==> config.mk <==
export PLATFORM = sky130hd
export DESIGN_NAME = radix_number_formatter
export DESIGN_NICKNAME = d
export VERILOG_FILES = /design/src/rtl/rnf_pkg.sv /design/src/rtl/rnf_front.sv /design/src/rtl/rnf_queue.sv /design/src/rtl/rnf_back.sv /design/src/rtl/radix_number_formatter.sv
export SDC_FILE = /design/constraint.sdc
export NUM_CORES = 1
export LEC_CHECK = 0
export CAP_MARGIN = 30
export CORE_UTILIZATION = 60
export CTS_CLUSTER_SIZE = 10
export DETAILED_ROUTE_END_ITERATION = 8
export DONT_BUFFER_PORTS = 1
export PLACE_DENSITY = 0.86
export SYNTH_ARGS = -nofsm -noshare
export SYNTH_HDL_FRONTEND = slang
export SYNTH_SLANG_ARGS = --single-unit
export TNS_END_PERCENT = 50
==> constraint.sdc <==
create_clock -name i_clk -period 33.5 [get_ports i_clk]
set_input_delay 1.675 -clock i_clk [delete_from_list [all_inputs] [get_ports i_clk]]
set_output_delay 1.675 -clock i_clk [all_outputs]
set_load 0.005 [all_outputs]
==> src/rtl/rnf_pkg.sv <==
package rnf_pkg;

    localparam int VALUE_W        = 32;
    localparam int CH_W           = 8;
    localparam int RADIX_W        = 6;
    localparam int PAD_W          = 6;
    localparam int DIGIT_W        = 6;
    localparam int CFG_IDX_W      = 3;
    localparam int CFG_DATA_W     = 6;

    localparam int MAX_DIGITS_DEF = 32;
    localparam int MAX_DIGITS_HI  = 64;
    localparam int IDX_MAX_W      = $clog2(MAX_DIGITS_HI);
    localparam int CNT_MAX_W      = $clog2(MAX_DIGITS_HI + 1);

    localparam int Q_DEPTH        = 2;
    localparam int Q_PTR_W        = $clog2(Q_DEPTH);

    // The divider retires this many quotient bits per clock.
    localparam int DIV_STEPS      = 8;
    localparam int DIV_CYCLES     = VALUE_W / DIV_STEPS;
    localparam int DIV_CNT_W      = $clog2(DIV_CYCLES);

    localparam int PREFIX_LEN     = 3;
    localparam int PAD_LIMIT_N    = 60;

    localparam logic [RADIX_W-1:0] RADIX_MIN   = RADIX_W'(2);
    localparam logic [RADIX_W-1:0] RADIX_MAX   = RADIX_W'(36);
    localparam logic [RADIX_W-1:0] RADIX_RESET = RADIX_W'(10);
    localparam logic [PAD_W-1:0]   PAD_LIMIT   = PAD_W'(PAD_LIMIT_N);

    localparam logic [CFG_IDX_W-1:0] CFG_RADIX         = CFG_IDX_W'(0);
    localparam logic [CFG_IDX_W-1:0] CFG_PAD_WIDTH     = CFG_IDX_W'(1);
    localparam logic [CFG_IDX_W-1:0] CFG_ZERO_PAD      = CFG_IDX_W'(2);
    localparam logic [CFG_IDX_W-1:0] CFG_PREFIX_ENABLE = CFG_IDX_W'(3);
    localparam logic [CFG_IDX_W-1:0] CFG_LEFT_JUSTIFY  = CFG_IDX_W'(4);

    localparam logic [CH_W-1:0] CH_SPACE  = 8'h20;
    localparam logic [CH_W-1:0] CH_HASH   = 8'h23;
    localparam logic [CH_W-1:0] CH_ZERO   = 8'h30;
    localparam logic [CH_W-1:0] CH_NINE   = 8'h39;
    localparam logic [CH_W-1:0] CH_UPPER_A = 8'h41;
    localparam logic [CH_W-1:0] CH_UPPER_B = 8'h42;
    localparam logic [CH_W-1:0] CH_UPPER_Z = 8'h5A;

    typedef enum logic {
        F_IDLE,
        F_DIV
    } t_front_state;

    typedef enum logic [2:0] {
        B_IDLE,
        B_LOAD,
        B_START,
        B_LEAD,
        B_PREFIX,
        B_ZERO,
        B_DIGIT,
        B_TRAIL
    } t_back_state;

    // One finished conversion waiting for the emitter.
    typedef struct packed {
        logic                 nz;
        logic [CNT_MAX_W-1:0] n;
    } t_desc;

    // Digit write from the converter into the digit store.
    typedef struct packed {
        logic                 en;
        logic [Q_PTR_W-1:0]   slot;
        logic [IDX_MAX_W-1:0] idx;
        logic [DIGIT_W-1:0]   digit;
    } t_dig_wr;

    typedef struct packed {
        logic [PAD_W-1:0] pad_width;
        logic             zero_pad;
        logic             prefix_enable;
        logic             left_justify;
    } t_fmt_cfg;

    // Digit value to its character: 0-9, then uppercase A-Z.
    function automatic logic [CH_W-1:0] digit_char(input logic [DIGIT_W-1:0] d);
        logic [DIGIT_W-1:0] m;
        m = (d >= DIGIT_W'(36)) ? DIGIT_W'(d - DIGIT_W'(36)) : d;
        if (m < DIGIT_W'(10)) begin
            digit_char = CH_ZERO + CH_W'(m);
        end else begin
            digit_char = CH_UPPER_A + CH_W'(m - DIGIT_W'(10));
        end
    endfunction

endpackage

==> src/rtl/rnf_front.sv <==
module rnf_front #(
    parameter int MAX_DIGITS = rnf_pkg::MAX_DIGITS_DEF
) (
    input  logic                              i_clk,
    input  logic                              i_rst_n,
    input  logic                              i_valid,
    output logic                              o_ready,
    input  logic [rnf_pkg::VALUE_W-1:0]       i_value,
    input  logic [rnf_pkg::RADIX_W-1:0]       i_radix,
    input  logic                              i_q_full,
    input  logic [rnf_pkg::Q_PTR_W-1:0]       i_q_wr_ptr,
    output logic                              o_push,
    output rnf_pkg::t_desc                    o_desc,
    output rnf_pkg::t_dig_wr                  o_dig_wr
);

    localparam int CNT_W = $clog2(MAX_DIGITS + 1);
    localparam int IDX_W = $clog2(MAX_DIGITS);

    rnf_pkg::t_front_state r_state, n_state;
    logic [rnf_pkg::VALUE_W-1:0]   r_q, n_q;
    logic [rnf_pkg::DIGIT_W-1:0]   r_rem, n_rem;
    logic [rnf_pkg::DIV_CNT_W-1:0] r_step, n_step;
    logic [CNT_W-1:0]              r_n, n_n;
    logic                          r_nz, n_nz;

    logic [rnf_pkg::VALUE_W-1:0]   div_q;
    logic [rnf_pkg::DIGIT_W-1:0]   div_rem;
    logic [rnf_pkg::DIGIT_W:0]     div_t;
    logic                          radix_ok;
    logic                          digit_done;
    logic                          conv_done;
    logic [CNT_W-1:0]              n_plus;
    logic                          dig_en;

    // Restoring division, several quotient bits per clock.
    always_comb begin
        div_q   = r_q;
        div_rem = r_rem;
        div_t   = '0;
        for (int k = 0; k < rnf_pkg::DIV_STEPS; k++) begin
            div_t = {div_rem, div_q[rnf_pkg::VALUE_W-1]};
            if (div_t >= {1'b0, i_radix}) begin
                div_rem = rnf_pkg::DIGIT_W'(div_t - {1'b0, i_radix});
                div_q   = {div_q[rnf_pkg::VALUE_W-2:0], 1'b1};
            end else begin
                div_rem = div_t[rnf_pkg::DIGIT_W-1:0];
                div_q   = {div_q[rnf_pkg::VALUE_W-2:0], 1'b0};
            end
        end
    end

    assign radix_ok   = i_radix inside {[rnf_pkg::RADIX_MIN:rnf_pkg::RADIX_MAX]};
    assign digit_done = (r_step == rnf_pkg::DIV_CNT_W'(rnf_pkg::DIV_CYCLES - 1));
    assign n_plus     = CNT_W'(r_n + 1'b1);
    assign conv_done  = digit_done && ((div_q == '0) || (n_plus == CNT_W'(MAX_DIGITS)));

    assign o_desc.nz = r_nz;
    assign o_desc.n  = rnf_pkg::CNT_MAX_W'(n_plus);

    assign o_dig_wr.en    = dig_en;
    assign o_dig_wr.slot  = i_q_wr_ptr;
    assign o_dig_wr.idx   = rnf_pkg::IDX_MAX_W'(r_n[IDX_W-1:0]);
    assign o_dig_wr.digit = div_rem;

    always_comb begin
        n_state     = r_state;
        n_q         = r_q;
        n_rem       = r_rem;
        n_step      = r_step;
        n_n         = r_n;
        n_nz        = r_nz;
        o_ready     = 1'b0;
        o_push      = 1'b0;
        dig_en      = 1'b0;
        case (r_state)
            rnf_pkg::F_IDLE: begin
                o_ready = !i_q_full;
                // A value in an unsupported radix is taken and dropped.
                if (i_valid && !i_q_full && radix_ok) begin
                    n_q     = i_value;
                    n_rem   = '0;
                    n_step  = '0;
                    n_n     = '0;
                    n_nz    = (i_value != '0);
                    n_state = rnf_pkg::F_DIV;
                end
            end
            rnf_pkg::F_DIV: begin
                n_q    = div_q;
                n_rem  = div_rem;
                n_step = rnf_pkg::DIV_CNT_W'(r_step + 1'b1);
                if (digit_done) begin
                    dig_en = 1'b1;
                    n_n    = n_plus;
                    n_rem  = '0;
                    n_step = '0;
                    if (conv_done) begin
                        o_push  = 1'b1;
                        n_state = rnf_pkg::F_IDLE;
                    end
                end
            end
            default: begin
                n_state = rnf_pkg::F_IDLE;
            end
        endcase
    end

    always_ff @(posedge i_clk) begin
        if (!i_rst_n) begin
            r_state <= rnf_pkg::F_IDLE;
        end else begin
            r_state <= n_state;
        end
    end

    always_ff @(posedge i_clk) begin
        r_q    <= n_q;
        r_rem  <= n_rem;
        r_step <= n_step;
        r_n    <= n_n;
        r_nz   <= n_nz;
    end

endmodule

==> src/rtl/rnf_queue.sv <==
module rnf_queue (
    input  logic                        i_clk,
    input  logic                        i_rst_n,
    input  logic                        i_push,
    input  rnf_pkg::t_desc              i_desc,
    output logic                        o_full,
    output logic [rnf_pkg::Q_PTR_W-1:0] o_wr_ptr,
    input  logic                        i_pop,
    output logic                        o_empty,
    output rnf_pkg::t_desc              o_head,
    output logic [rnf_pkg::Q_PTR_W-1:0] o_rd_ptr
);

    localparam int FILL_W = $clog2(rnf_pkg::Q_DEPTH + 1);

    rnf_pkg::t_desc              r_desc [rnf_pkg::Q_DEPTH];
    logic [rnf_pkg::Q_PTR_W-1:0] r_wr_ptr, n_wr_ptr;
    logic [rnf_pkg::Q_PTR_W-1:0] r_rd_ptr, n_rd_ptr;
    logic [FILL_W-1:0]           r_fill, n_fill;

    assign o_full   = (r_fill == FILL_W'(rnf_pkg::Q_DEPTH));
    assign o_empty  = (r_fill == '0);
    assign o_wr_ptr = r_wr_ptr;
    assign o_rd_ptr = r_rd_ptr;
    assign o_head   = r_desc[r_rd_ptr];

    always_comb begin
        n_wr_ptr = i_push ? rnf_pkg::Q_PTR_W'(r_wr_ptr + 1'b1) : r_wr_ptr;
        n_rd_ptr = i_pop  ? rnf_pkg::Q_PTR_W'(r_rd_ptr + 1'b1) : r_rd_ptr;
        n_fill   = r_fill;
        if (i_push && !i_pop) begin
            n_fill = FILL_W'(r_fill + 1'b1);
        end else if (!i_push && i_pop) begin
            n_fill = FILL_W'(r_fill - 1'b1);
        end
    end

    always_ff @(posedge i_clk) begin
        if (!i_rst_n) begin
            r_wr_ptr <= '0;
            r_rd_ptr <= '0;
            r_fill   <= '0;
        end else begin
            r_wr_ptr <= n_wr_ptr;
            r_rd_ptr <= n_rd_ptr;
            r_fill   <= n_fill;
        end
    end

    always_ff @(posedge i_clk) begin
        if (i_push) begin
            r_desc[r_wr_ptr] <= i_desc;
        end
    end

endmodule

==> src/rtl/rnf_back.sv <==
module rnf_back #(
    parameter int MAX_DIGITS = rnf_pkg::MAX_DIGITS_DEF
) (
    input  logic                        i_clk,
    input  logic                        i_rst_n,
    input  rnf_pkg::t_fmt_cfg           i_cfg,
    input  rnf_pkg::t_dig_wr            i_dig_wr,
    input  logic                        i_q_empty,
    input  rnf_pkg::t_desc              i_head,
    input  logic [rnf_pkg::Q_PTR_W-1:0] i_rd_ptr,
    output logic                        o_pop,
    output logic                        o_valid,
    input  logic                        i_ready,
    output logic [rnf_pkg::CH_W-1:0]    o_ch,
    output logic                        o_last
);

    localparam int IDX_W = $clog2(MAX_DIGITS);
    localparam int CNT_W = $clog2(MAX_DIGITS + 1);
    localparam int LEN_W = $clog2(MAX_DIGITS + rnf_pkg::PAD_LIMIT_N + rnf_pkg::PREFIX_LEN + 1);
    localparam int PW    = rnf_pkg::PAD_W;

    logic [rnf_pkg::DIGIT_W-1:0] r_digit_mem [rnf_pkg::Q_DEPTH][MAX_DIGITS];
    logic [rnf_pkg::DIGIT_W-1:0] r_rd_data;

    rnf_pkg::t_back_state r_state, n_state;
    logic [PW-1:0]           r_fill, n_fill;
    logic [PW-1:0]           r_zeros, n_zeros;
    logic                    r_pre, n_pre;
    logic [CNT_W-1:0]        r_n, n_n;
    logic [LEN_W-1:0]        r_cnt, n_cnt;
    logic [IDX_W-1:0]        r_idx, n_idx;
    logic [LEN_W-1:0]        r_left, n_left;
    logic                    r_out_valid, n_out_valid;
    logic [rnf_pkg::CH_W-1:0] r_out_ch, n_out_ch;
    logic                    r_out_last, n_out_last;

    logic [PW-1:0]        pad;
    logic [CNT_W-1:0]     head_n;
    logic                 head_pre;
    logic [PW-1:0]        head_zeros;
    logic [LEN_W-1:0]     head_body;
    logic [PW-1:0]        head_fill;

    rnf_pkg::t_back_state after_prefix, after_lead, after_digit, first_phase, follow;
    logic                 emit;
    logic                 advance;
    logic [rnf_pkg::CH_W-1:0] emit_ch;

    // Digit store, one bank per queue slot.
    always_ff @(posedge i_clk) begin
        if (i_dig_wr.en) begin
            r_digit_mem[i_dig_wr.slot][i_dig_wr.idx[IDX_W-1:0]] <= i_dig_wr.digit;
        end
        r_rd_data <= r_digit_mem[i_rd_ptr][n_idx];
    end

    // Field layout of the transaction at the head of the queue.
    always_comb begin
        pad      = (i_cfg.pad_width > rnf_pkg::PAD_LIMIT) ? rnf_pkg::PAD_LIMIT : i_cfg.pad_width;
        head_n   = i_head.n[CNT_W-1:0];
        head_pre = i_cfg.prefix_enable && i_head.nz;
        if ((pad != '0) && i_cfg.zero_pad && (LEN_W'(head_n) < LEN_W'(pad))) begin
            head_zeros = PW'(LEN_W'(pad) - LEN_W'(head_n));
        end else begin
            head_zeros = '0;
        end
        head_body = LEN_W'(LEN_W'(head_n) + LEN_W'(head_zeros)
                  + (head_pre ? LEN_W'(rnf_pkg::PREFIX_LEN) : LEN_W'(0)));
        if ((pad != '0) && !i_cfg.zero_pad && (head_body < LEN_W'(pad))) begin
            head_fill = PW'(LEN_W'(pad) - head_body);
        end else begin
            head_fill = '0;
        end
    end

    assign advance      = !r_out_valid || i_ready;
    assign after_prefix = (r_zeros != '0) ? rnf_pkg::B_ZERO : rnf_pkg::B_DIGIT;
    assign after_lead   = r_pre ? rnf_pkg::B_PREFIX : after_prefix;
    assign after_digit  = (i_cfg.left_justify && (r_fill != '0)) ? rnf_pkg::B_TRAIL
                                                                 : rnf_pkg::B_IDLE;
    assign first_phase  = (!i_cfg.left_justify && (r_fill != '0)) ? rnf_pkg::B_LEAD
                                                                  : after_lead;

    always_comb begin
        n_state     = r_state;
        n_fill      = r_fill;
        n_zeros     = r_zeros;
        n_pre       = r_pre;
        n_n         = r_n;
        n_cnt       = r_cnt;
        n_idx       = r_idx;
        n_left      = r_left;
        n_out_valid = r_out_valid;
        n_out_ch    = r_out_ch;
        n_out_last  = r_out_last;
        o_pop       = 1'b0;
        emit        = 1'b0;
        emit_ch     = rnf_pkg::CH_SPACE;
        follow      = rnf_pkg::B_IDLE;

        case (r_state)
            rnf_pkg::B_IDLE: begin
                if (!i_q_empty) begin
                    n_state = rnf_pkg::B_LOAD;
                end
            end
            rnf_pkg::B_LOAD: begin
                n_fill  = head_fill;
                n_zeros = head_zeros;
                n_pre   = head_pre;
                n_n     = head_n;
                n_left  = LEN_W'(head_body + LEN_W'(head_fill));
                n_state = rnf_pkg::B_START;
            end
            rnf_pkg::B_START: begin
                n_state = first_phase;
            end
            rnf_pkg::B_LEAD: begin
                emit    = 1'b1;
                emit_ch = rnf_pkg::CH_SPACE;
                follow  = after_lead;
            end
            rnf_pkg::B_PREFIX: begin
                emit    = 1'b1;
                emit_ch = (r_cnt == LEN_W'(2)) ? rnf_pkg::CH_UPPER_B : rnf_pkg::CH_HASH;
                follow  = after_prefix;
            end
            rnf_pkg::B_ZERO: begin
                emit    = 1'b1;
                emit_ch = rnf_pkg::CH_ZERO;
                follow  = rnf_pkg::B_DIGIT;
            end
            rnf_pkg::B_DIGIT: begin
                emit    = 1'b1;
                emit_ch = rnf_pkg::digit_char(r_rd_data);
                follow  = after_digit;
            end
            rnf_pkg::B_TRAIL: begin
                emit    = 1'b1;
                emit_ch = rnf_pkg::CH_SPACE;
                follow  = rnf_pkg::B_IDLE;
            end
            default: begin
                n_state = rnf_pkg::B_IDLE;
            end
        endcase

        if (emit && advance) begin
            n_out_valid = 1'b1;
            n_out_ch    = emit_ch;
            n_out_last  = (r_left == LEN_W'(1));
            n_left      = LEN_W'(r_left - 1'b1);
            n_cnt       = LEN_W'(r_cnt - 1'b1);
            if ((r_state == rnf_pkg::B_DIGIT) && (r_cnt != LEN_W'(1))) begin
                n_idx = IDX_W'(r_idx - 1'b1);
            end
            if (r_cnt == LEN_W'(1)) begin
                n_state = follow;
                o_pop   = (follow == rnf_pkg::B_IDLE);
            end
        end else if (i_ready) begin
            n_out_valid = 1'b0;
        end

        // Entering a phase loads its length; digits are read from the top down.
        if (n_state != r_state) begin
            case (n_state)
                rnf_pkg::B_LEAD, rnf_pkg::B_TRAIL: begin
                    n_cnt = LEN_W'(r_fill);
                end
                rnf_pkg::B_PREFIX: begin
                    n_cnt = LEN_W'(rnf_pkg::PREFIX_LEN);
                end
                rnf_pkg::B_ZERO: begin
                    n_cnt = LEN_W'(r_zeros);
                end
                rnf_pkg::B_DIGIT: begin
                    n_cnt = LEN_W'(r_n);
                    n_idx = IDX_W'(r_n - 1'b1);
                end
                default: begin
                end
            endcase
        end
    end

    always_ff @(posedge i_clk) begin
        if (!i_rst_n) begin
            r_state     <= rnf_pkg::B_IDLE;
            r_out_valid <= 1'b0;
            r_idx       <= '0;
        end else begin
            r_state     <= n_state;
            r_out_valid <= n_out_valid;
            r_idx       <= n_idx;
        end
    end

    always_ff @(posedge i_clk) begin
        r_fill     <= n_fill;
        r_zeros    <= n_zeros;
        r_pre      <= n_pre;
        r_n        <= n_n;
        r_cnt      <= n_cnt;
        r_left     <= n_left;
        r_out_ch   <= n_out_ch;
        r_out_last <= n_out_last;
    end

    assign o_valid = r_out_valid;
    assign o_ch    = r_out_ch;
    assign o_last  = r_out_last;

endmodule

==> src/rtl/radix_number_formatter.sv <==
// Radix number formatter: turns 32-bit unsigned values into ASCII text.
// Input channel (i_valid / o_ready / i_value) takes one value per transaction.
// Output channel (o_valid / i_ready / o_ch / o_last) returns one character per
// transaction, most significant digit first, with o_last on the final one.
// The configuration port (i_cfg_we / i_cfg_idx / i_cfg_data) writes radix,
// pad width, zero padding, prefix and justification; write it only while idle.
// A value taken while the radix is outside 2 to 36 produces no characters.
// The converter divides by the radix eight quotient bits per clock and takes
// no new value until the last digit of the current one has been written.
// The emitter sends one character per cycle while the receiver is ready, and
// passes through its idle, load and start states before each value; the
// sustained rate is set by the slower of the two halves.
// A two-entry queue of finished conversions, each with its own digit bank,
// lets the converter work on the next value while the emitter still sends.
// A registered output stage holds a character while the receiver stalls; the
// emitter and then the converter stop when their downstream fills.
// Reset is synchronous: it empties the queue, drops any pending character and
// restores radix 10 with all formatting options off.
module radix_number_formatter #(
    parameter int MAX_DIGITS = rnf_pkg::MAX_DIGITS_DEF
) (
    input  logic                            i_clk,
    input  logic                            i_rst_n,
    input  logic                            i_valid,
    output logic                            o_ready,
    input  logic [rnf_pkg::VALUE_W-1:0]     i_value,
    output logic                            o_valid,
    input  logic                            i_ready,
    output logic [rnf_pkg::CH_W-1:0]        o_ch,
    output logic                            o_last,
    input  logic                            i_cfg_we,
    input  logic [rnf_pkg::CFG_IDX_W-1:0]   i_cfg_idx,
    input  logic [rnf_pkg::CFG_DATA_W-1:0]  i_cfg_data
);

    // Configuration registers.
    logic [rnf_pkg::RADIX_W-1:0] r_radix;
    logic [rnf_pkg::PAD_W-1:0]   r_pad_width;
    logic                        r_zero_pad;
    logic                        r_prefix_enable;
    logic                        r_left_justify;

    rnf_pkg::t_fmt_cfg           fmt_cfg;
    rnf_pkg::t_desc              push_desc;
    rnf_pkg::t_desc              head_desc;
    rnf_pkg::t_dig_wr            dig_wr;
    logic                        q_push;
    logic                        q_pop;
    logic                        q_full;
    logic                        q_empty;
    logic [rnf_pkg::Q_PTR_W-1:0] q_wr_ptr;
    logic [rnf_pkg::Q_PTR_W-1:0] q_rd_ptr;

    // Unknown register indexes are ignored.
    always_ff @(posedge i_clk) begin
        if (!i_rst_n) begin
            r_radix         <= rnf_pkg::RADIX_RESET;
            r_pad_width     <= '0;
            r_zero_pad      <= 1'b0;
            r_prefix_enable <= 1'b0;
            r_left_justify  <= 1'b0;
        end else if (i_cfg_we) begin
            case (i_cfg_idx)
                rnf_pkg::CFG_RADIX:         r_radix <= i_cfg_data[rnf_pkg::RADIX_W-1:0];
                rnf_pkg::CFG_PAD_WIDTH:     r_pad_width <= i_cfg_data[rnf_pkg::PAD_W-1:0];
                rnf_pkg::CFG_ZERO_PAD:      r_zero_pad <= i_cfg_data[0];
                rnf_pkg::CFG_PREFIX_ENABLE: r_prefix_enable <= i_cfg_data[0];
                rnf_pkg::CFG_LEFT_JUSTIFY:  r_left_justify <= i_cfg_data[0];
                default: begin
                end
            endcase
        end
    end

    assign fmt_cfg.pad_width     = r_pad_width;
    assign fmt_cfg.zero_pad      = r_zero_pad;
    assign fmt_cfg.prefix_enable = r_prefix_enable;
    assign fmt_cfg.left_justify  = r_left_justify;

    // Front: takes values and extracts digits, least significant first.
    rnf_front #(
        .MAX_DIGITS (MAX_DIGITS)
    ) u_front (
        .i_clk      (i_clk),
        .i_rst_n    (i_rst_n),
        .i_valid    (i_valid),
        .o_ready    (o_ready),
        .i_value    (i_value),
        .i_radix    (r_radix),
        .i_q_full   (q_full),
        .i_q_wr_ptr (q_wr_ptr),
        .o_push     (q_push),
        .o_desc     (push_desc),
        .o_dig_wr   (dig_wr)
    );

    // Queue of finished conversions between the two halves.
    rnf_queue u_queue (
        .i_clk    (i_clk),
        .i_rst_n  (i_rst_n),
        .i_push   (q_push),
        .i_desc   (push_desc),
        .o_full   (q_full),
        .o_wr_ptr (q_wr_ptr),
        .i_pop    (q_pop),
        .o_empty  (q_empty),
        .o_head   (head_desc),
        .o_rd_ptr (q_rd_ptr)
    );

    // Back: lays out padding, prefix and digits and sends the characters.
    rnf_back #(
        .MAX_DIGITS (MAX_DIGITS)
    ) u_back (
        .i_clk     (i_clk),
        .i_rst_n   (i_rst_n),
        .i_cfg     (fmt_cfg),
        .i_dig_wr  (dig_wr),
        .i_q_empty (q_empty),
        .i_head    (head_desc),
        .i_rd_ptr  (q_rd_ptr),
        .o_pop     (q_pop),
        .o_valid   (o_valid),
        .i_ready   (i_ready),
        .o_ch      (o_ch),
        .o_last    (o_last)
    );

endmodule

## Word-level counts from Yosys, hierarchy flattened

Memory sizes are Yosys's and may differ from the RTL's. A register that Yosys moved wholly into a read port is not among the register bits.
Index checks and enable logic that the tools add are counted.

| word-level totals | value |
|---|---|
| register bits | 124 |
| latch bits | 0 |
| bits in writable memories | 398 |
| ROM bits | 0 |
| input port bits | 46 |
| output and inout port bits | 11 |
| word-level logic and storage cells | 229 |
| memories kept | 2 |

Memories:

| name | depth | bits a word | read ports | clocked after memory_dff | wr ports | RTL line | text |
|---|---|---|---|---|---|---|---|
| u_back.r_digit_mem | 2 | 192 | 1 | 1 | 1 | rnf_back.sv:23 | `logic [rnf_pkg::DIGIT_W-1:0] r_digit_mem [rnf_pkg::Q_DEPTH][MAX_DIGITS];` |
| u_queue.r_desc | 2 | 7 | 1 | 1 | 1 | rnf_queue.sv:16 | `rnf_pkg::t_desc r_desc [rnf_pkg::Q_DEPTH];` |

| operators by class | value |
|---|---|
| $add $sub $neg | 27 |
| multiply operators | 0 |
| div/mod/pow operators | 0 |
| magnitude comparators | 18 |
| eq/ne operators | 26 |
| shifts and indexed selects | 0 |
| multiplexer cells | 82 |
| bitwise operators | 3 |
| reduce and logical (&&, ||, !) cells | 45 |

Operators by type and width:

| operator | count |
|---|---|
| two-way mux 192 bit | 1 |
| two-way mux 6 bit | 18 |
| case mux 32 bit (2 select lines) | 1 |
| subtractor 6 bit | 10 |
| greater-or-equal comparator 7 x 6 -> 1 bit | 8 |
| two-way mux 7 bit | 5 |
| logical NOT 32 bit | 1 |
| two-way mux 32 bit | 1 |
| nonzero test 32 bit | 1 |
| binary-select mux 6 bit (select 5 bit) | 1 |
| demux 6 bit (select 5 bit) | 1 |
| two-way mux 1 bit | 29 |
| case mux 7 bit (4 select lines) | 1 |
| equality test 3 bit (second input constant) | 9 |
| case mux 6 bit (2 select lines) | 2 |
| case mux 8 bit (3 select lines) | 1 |
| two-way mux 5 bit | 4 |
| greater-or-equal comparator 6 bit (second input constant) | 3 |
| two-way mux 3 bit | 6 |
| nonzero test 6 bit | 3 |
| logical AND 1 bit | 16 |
| equality test 3 x 2 -> 1 bit (second input constant) | 5 |
| equality test 7 x 1 -> 1 bit (second input constant) | 2 |
| AND reduction 2 bit | 7 |
| 43 further kinds | 65 |

## Longest topological paths before layout

| logic depth | value |
|---|---|
| depth in word-level cells | 26 |
| depth in mapped cells | 81 |
| gate-level depth less buffers | 77 |

## Cells and area by module

Synthesis repeated with hierarchy kept, for this count alone.

| second synthesis, totals | value |
|---|---|
| cell total of the unflattened synthesis | 2196 |
| area, all modules | 27224.9 um^2 |

By module, submodules not included:

| module | times used | cells each | area each (um^2) | sequential area each (um^2) |
|---|---|---|---|---|
| rnf_back | 1 | 1513 | 20442.1 | 13022.5 |
| rnf_front | 1 | 575 | 5360.1 | 1431.4 |
| rnf_queue | 1 | 47 | 794.5 | 580.6 |
| radix_number_formatter | 1 | 61 | 628.1 | 300.3 |

## Worst setup path after synthesis

No wires, ideal clock.

| timing path | value |
|---|---|
| kind | flip-flop to flip-flop |
| from | reg r_radix[1] (netlist name) |
| to | mem u_back.r_digit_mem[0][101] (netlist name) (data pin) |
| library setup time | 0.588 ns |
| arrival | 17.561 ns |
| data required time | 32.912 ns |
| slack | 15.351 ns |
| stages on the path, launching flop included | 74 |
| path buffers | 4 |
| period minus slack after synthesis | 18.149 ns |
| cells stage by stage | dfxtp_1 > inv_1 > ha_1 > a21o_1 > a31oi_1 > o21a_1 > buf_4 > mux2_2 > ha_1 > or2_1 > o211ai_1 > a31o_2 > o211a_2 > mux2i_1 > ha_1 > nor2b_1 > o21ai_0 > a21oi_1 > [... 38 more ...] > nand2b_1 > a21o_1 > a21o_1 > a211oi_1 > and2_1 > buf_4 > mux2_2 > inv_1 > ha_1 > inv_1 > o21bai_1 > a21o_1 > a21o_1 > o21bai_1 > a21o_1 > a31oi_1 > a21oi_1 > a31oi_1 |

RTL lines:

| element | RTL line | text |
|---|---|---|
| start, declared | radix_number_formatter.sv:37 | `logic [rnf_pkg::RADIX_W-1:0] r_radix;` |
| start signal, assigned | radix_number_formatter.sv:57 | `r_radix <= rnf_pkg::RADIX_RESET;` |
| start signal, assigned | radix_number_formatter.sv:64 | `rnf_pkg::CFG_RADIX: r_radix <= i_cfg_data[rnf_pkg::RADIX_W-1:0];` |
| end, declared | rnf_back.sv:23 |  |

==> metrics <==
status completed; via count 17,733; 1st-pass router iterations 6; dpl hpwl 41,000 µm; number of H-tree levels 2; CP max-delay cell dfxtp_1; cell mode on critical path ha_1; RSZ-0062 raised after global routing false; worst r2r path cells 72; share of the synthesized area in the top cell type 55.1%; via-per-instance ratio 6.43; CTS resizes 0; CP Class reg2reg; Final Critical Period 19.88 ns; Mapped Nets 2,315; routed length per placed instance 22.8 µm; Synth area leader edfxtp_1; EDFF count, synth 480; Remaining Overflow, GRT 0; number of register bits inferred by synthesis 523; Syn Area/Cell 12.1 µm²; GR Util met2 47.6%; top_reg_cell synth edfxtp_1; CTS tree built; clock sinks 523; hold path cells 0; GP Congestion 0.911; HP Class reg2reg; CP Max Fanout 64; CTS Buffer Depth 3; Mapped Area 26,200 µm²; DR iter-0 viols 1,969; Rows 76; Slew Viols, Final 0; Levels on crit path 72; fill cell count 2,904; die height 211 µm; core footprint 43,100 µm²; met1 Use GR 37.5%; slowest cell delay on critical path 0.73 ns; Fin Setup TNS 0 ns; Fin Clk Skew 0.0511 ns; buffer and inverter count on the worst path 7; CP required 33.78 ns; # Post-CTS Setup Buffers 0; Fin. Hold Viols 0; Synth top cells by count edfxtp_1 (480), nand2_1 (267), nor2_1 (166); CP endpoint kind flop; first-pass GRT wire length 97,500 µm; I/O pin count 57; latest clock arrival within the worst-skew pair 0.63 ns; Synth-to-Final Area Change 8.50%; CP top delay family compound AO/OA/AOI/OAI gates; drt total wl 62,900 µm; clock-pin transition on the worst setup and hold timing paths 0.05 ns; met3 Usage GRT 4.65%; clock tree root buffer cell clkbuf_16; Initial Util 60.8%; FF/Latch Area 15,300 µm²; Worst setup SP type flop; remaining antenna violation count 0; Worst Tran Pin Value 0.982 ns; post-synthesis sequential area ratio 58.4%; Slew headroom 33.9%; GRT Util Overall 28.5%; largest net degree at the start of global routing 87; Die W 211 µm; Synth cell types 92; most frequent cell after synthesis edfxtp_1; Final period util 59.3%; worst path arrival time 20.16 ns; drt drc 0; # port buffers 0; layout cells sized above 1 8.79%; fin nets 2,308; Warnings, synthesis 0; GR peak layer met2; Syn Inst Count 2,155; Max Clock Freq 0.0503 GHz; die area 44,500 µm²; Finish-stage setup viols 0; CTS Buf Count 59; maxcap violations 0; Async S/R FF share, synth 0%; initial antenna violation count 1; cts hold-fix bufs 0; vias in the first global route 17,451; area of the multi-input gates 10,200 µm²; main area contributors after synthesis edfxtp_1 (55%), ha_1 (4.8%), mux2i_1 (4.6%), nand2_1 (3.8%), dfxtp_1 (3.3%)
[sequential cells by signal, indices dropped and copies added (netlist names), 6 cells and up, named ones only]
signal	count
u_back.r_digit_mem	384
u_front.r_q	32
u_queue.r_desc	14
u_back.o_ch	8
u_back.r_cnt	7
u_back.r_left	7
r_pad_width	6
r_radix	6
u_back.r_fill	6
u_back.r_n	6
u_back.r_rd_data	6
u_back.r_zeros	6
u_front.r_n	6
u_front.r_rem	6
[per-stage QoR]
stage / util [%] / area (µm²) / setup slack, ns / hold WS, ns / instances
floorplan: - / 26200 / 15.35 / 0.421 / 2155
global route: 65.9 / 28400 / 12.16 / 0.408 / 2758
CTS: 65.7 / 28300 / 13.51 / 0.400 / 2752
finish: 65.9 / 28400 / 13.62 / 0.406 / 2759
global placement: 61.8 / 26600 / 14.14 / 0.430 / 2664
detailed placement: 61.9 / 26700 / 13.56 / 0.430 / 2666
[area by class of cell]
| class | instances | area share, % |
|---|---|---|
| flip-flops and latches | 523 | 53.8 |
| multi-input cells | 1454 | 35.8 |
| clock buffers | 79 | 5.54 |
| well taps | 585 | 2.58 |
| inverters | 88 | 1.16 |
| repair buffers | 22 | 0.793 |
| clock inverters | 7 | 0.273 |
| diodes | 1 | 0.00881 |
[placed cells by master (no fill, tap or decap), types with 42 or more instances in the layout]
cell       count
edfxtp_1     480
nand2_1      265
nor2_1       166
mux2i_1      120
a21oi_1      108
nand3_1      103
ha_1         100
inv_1         87
clkbuf_16     60
o21ai_0       55
dfxtp_1       42
[cells by family after synthesis]
| logic type | share of synthesized area (%) |
|---|---|
| flops | 58.4 |
| xor+xnor | 2.51 |
| buf+inv | 3.05 |
| mux | 7.92 |
| fa+ha+maj | 5.85 |
| compound gates | 9.27 |
| simple gates | 13.0 |
[metal layers]
| metal | routed length [µm] | up-vias | share of wire, % |
|---|---|---|---|
| met1 | 24500 | 8634 | 39 |
| met5 | 13 | - | 0.021 |
| met4 | 1890 | 2 | 3.0 |
| li1 | - | 7971 | - |
| met2 | 31000 | 975 | 49 |
| met3 | 5440 | 151 | 8.6 |
[worst paths after layout]
path,from,end,slack (ns)
worst max-delay path,r_radix[1],u_back.r_digit_mem[0][128],13.62
worst min register to register,u_front.r_nz,u_queue.r_desc[0][6],0.41
worst min-delay path,u_front.r_nz,u_queue.r_desc[0][6],0.41
worst max register to register,r_radix[1],u_back.r_digit_mem[0][128],13.62
Power is not shown: default switching activity piles up to over one toggle a cycle in this logic, so the estimate is an artifact.
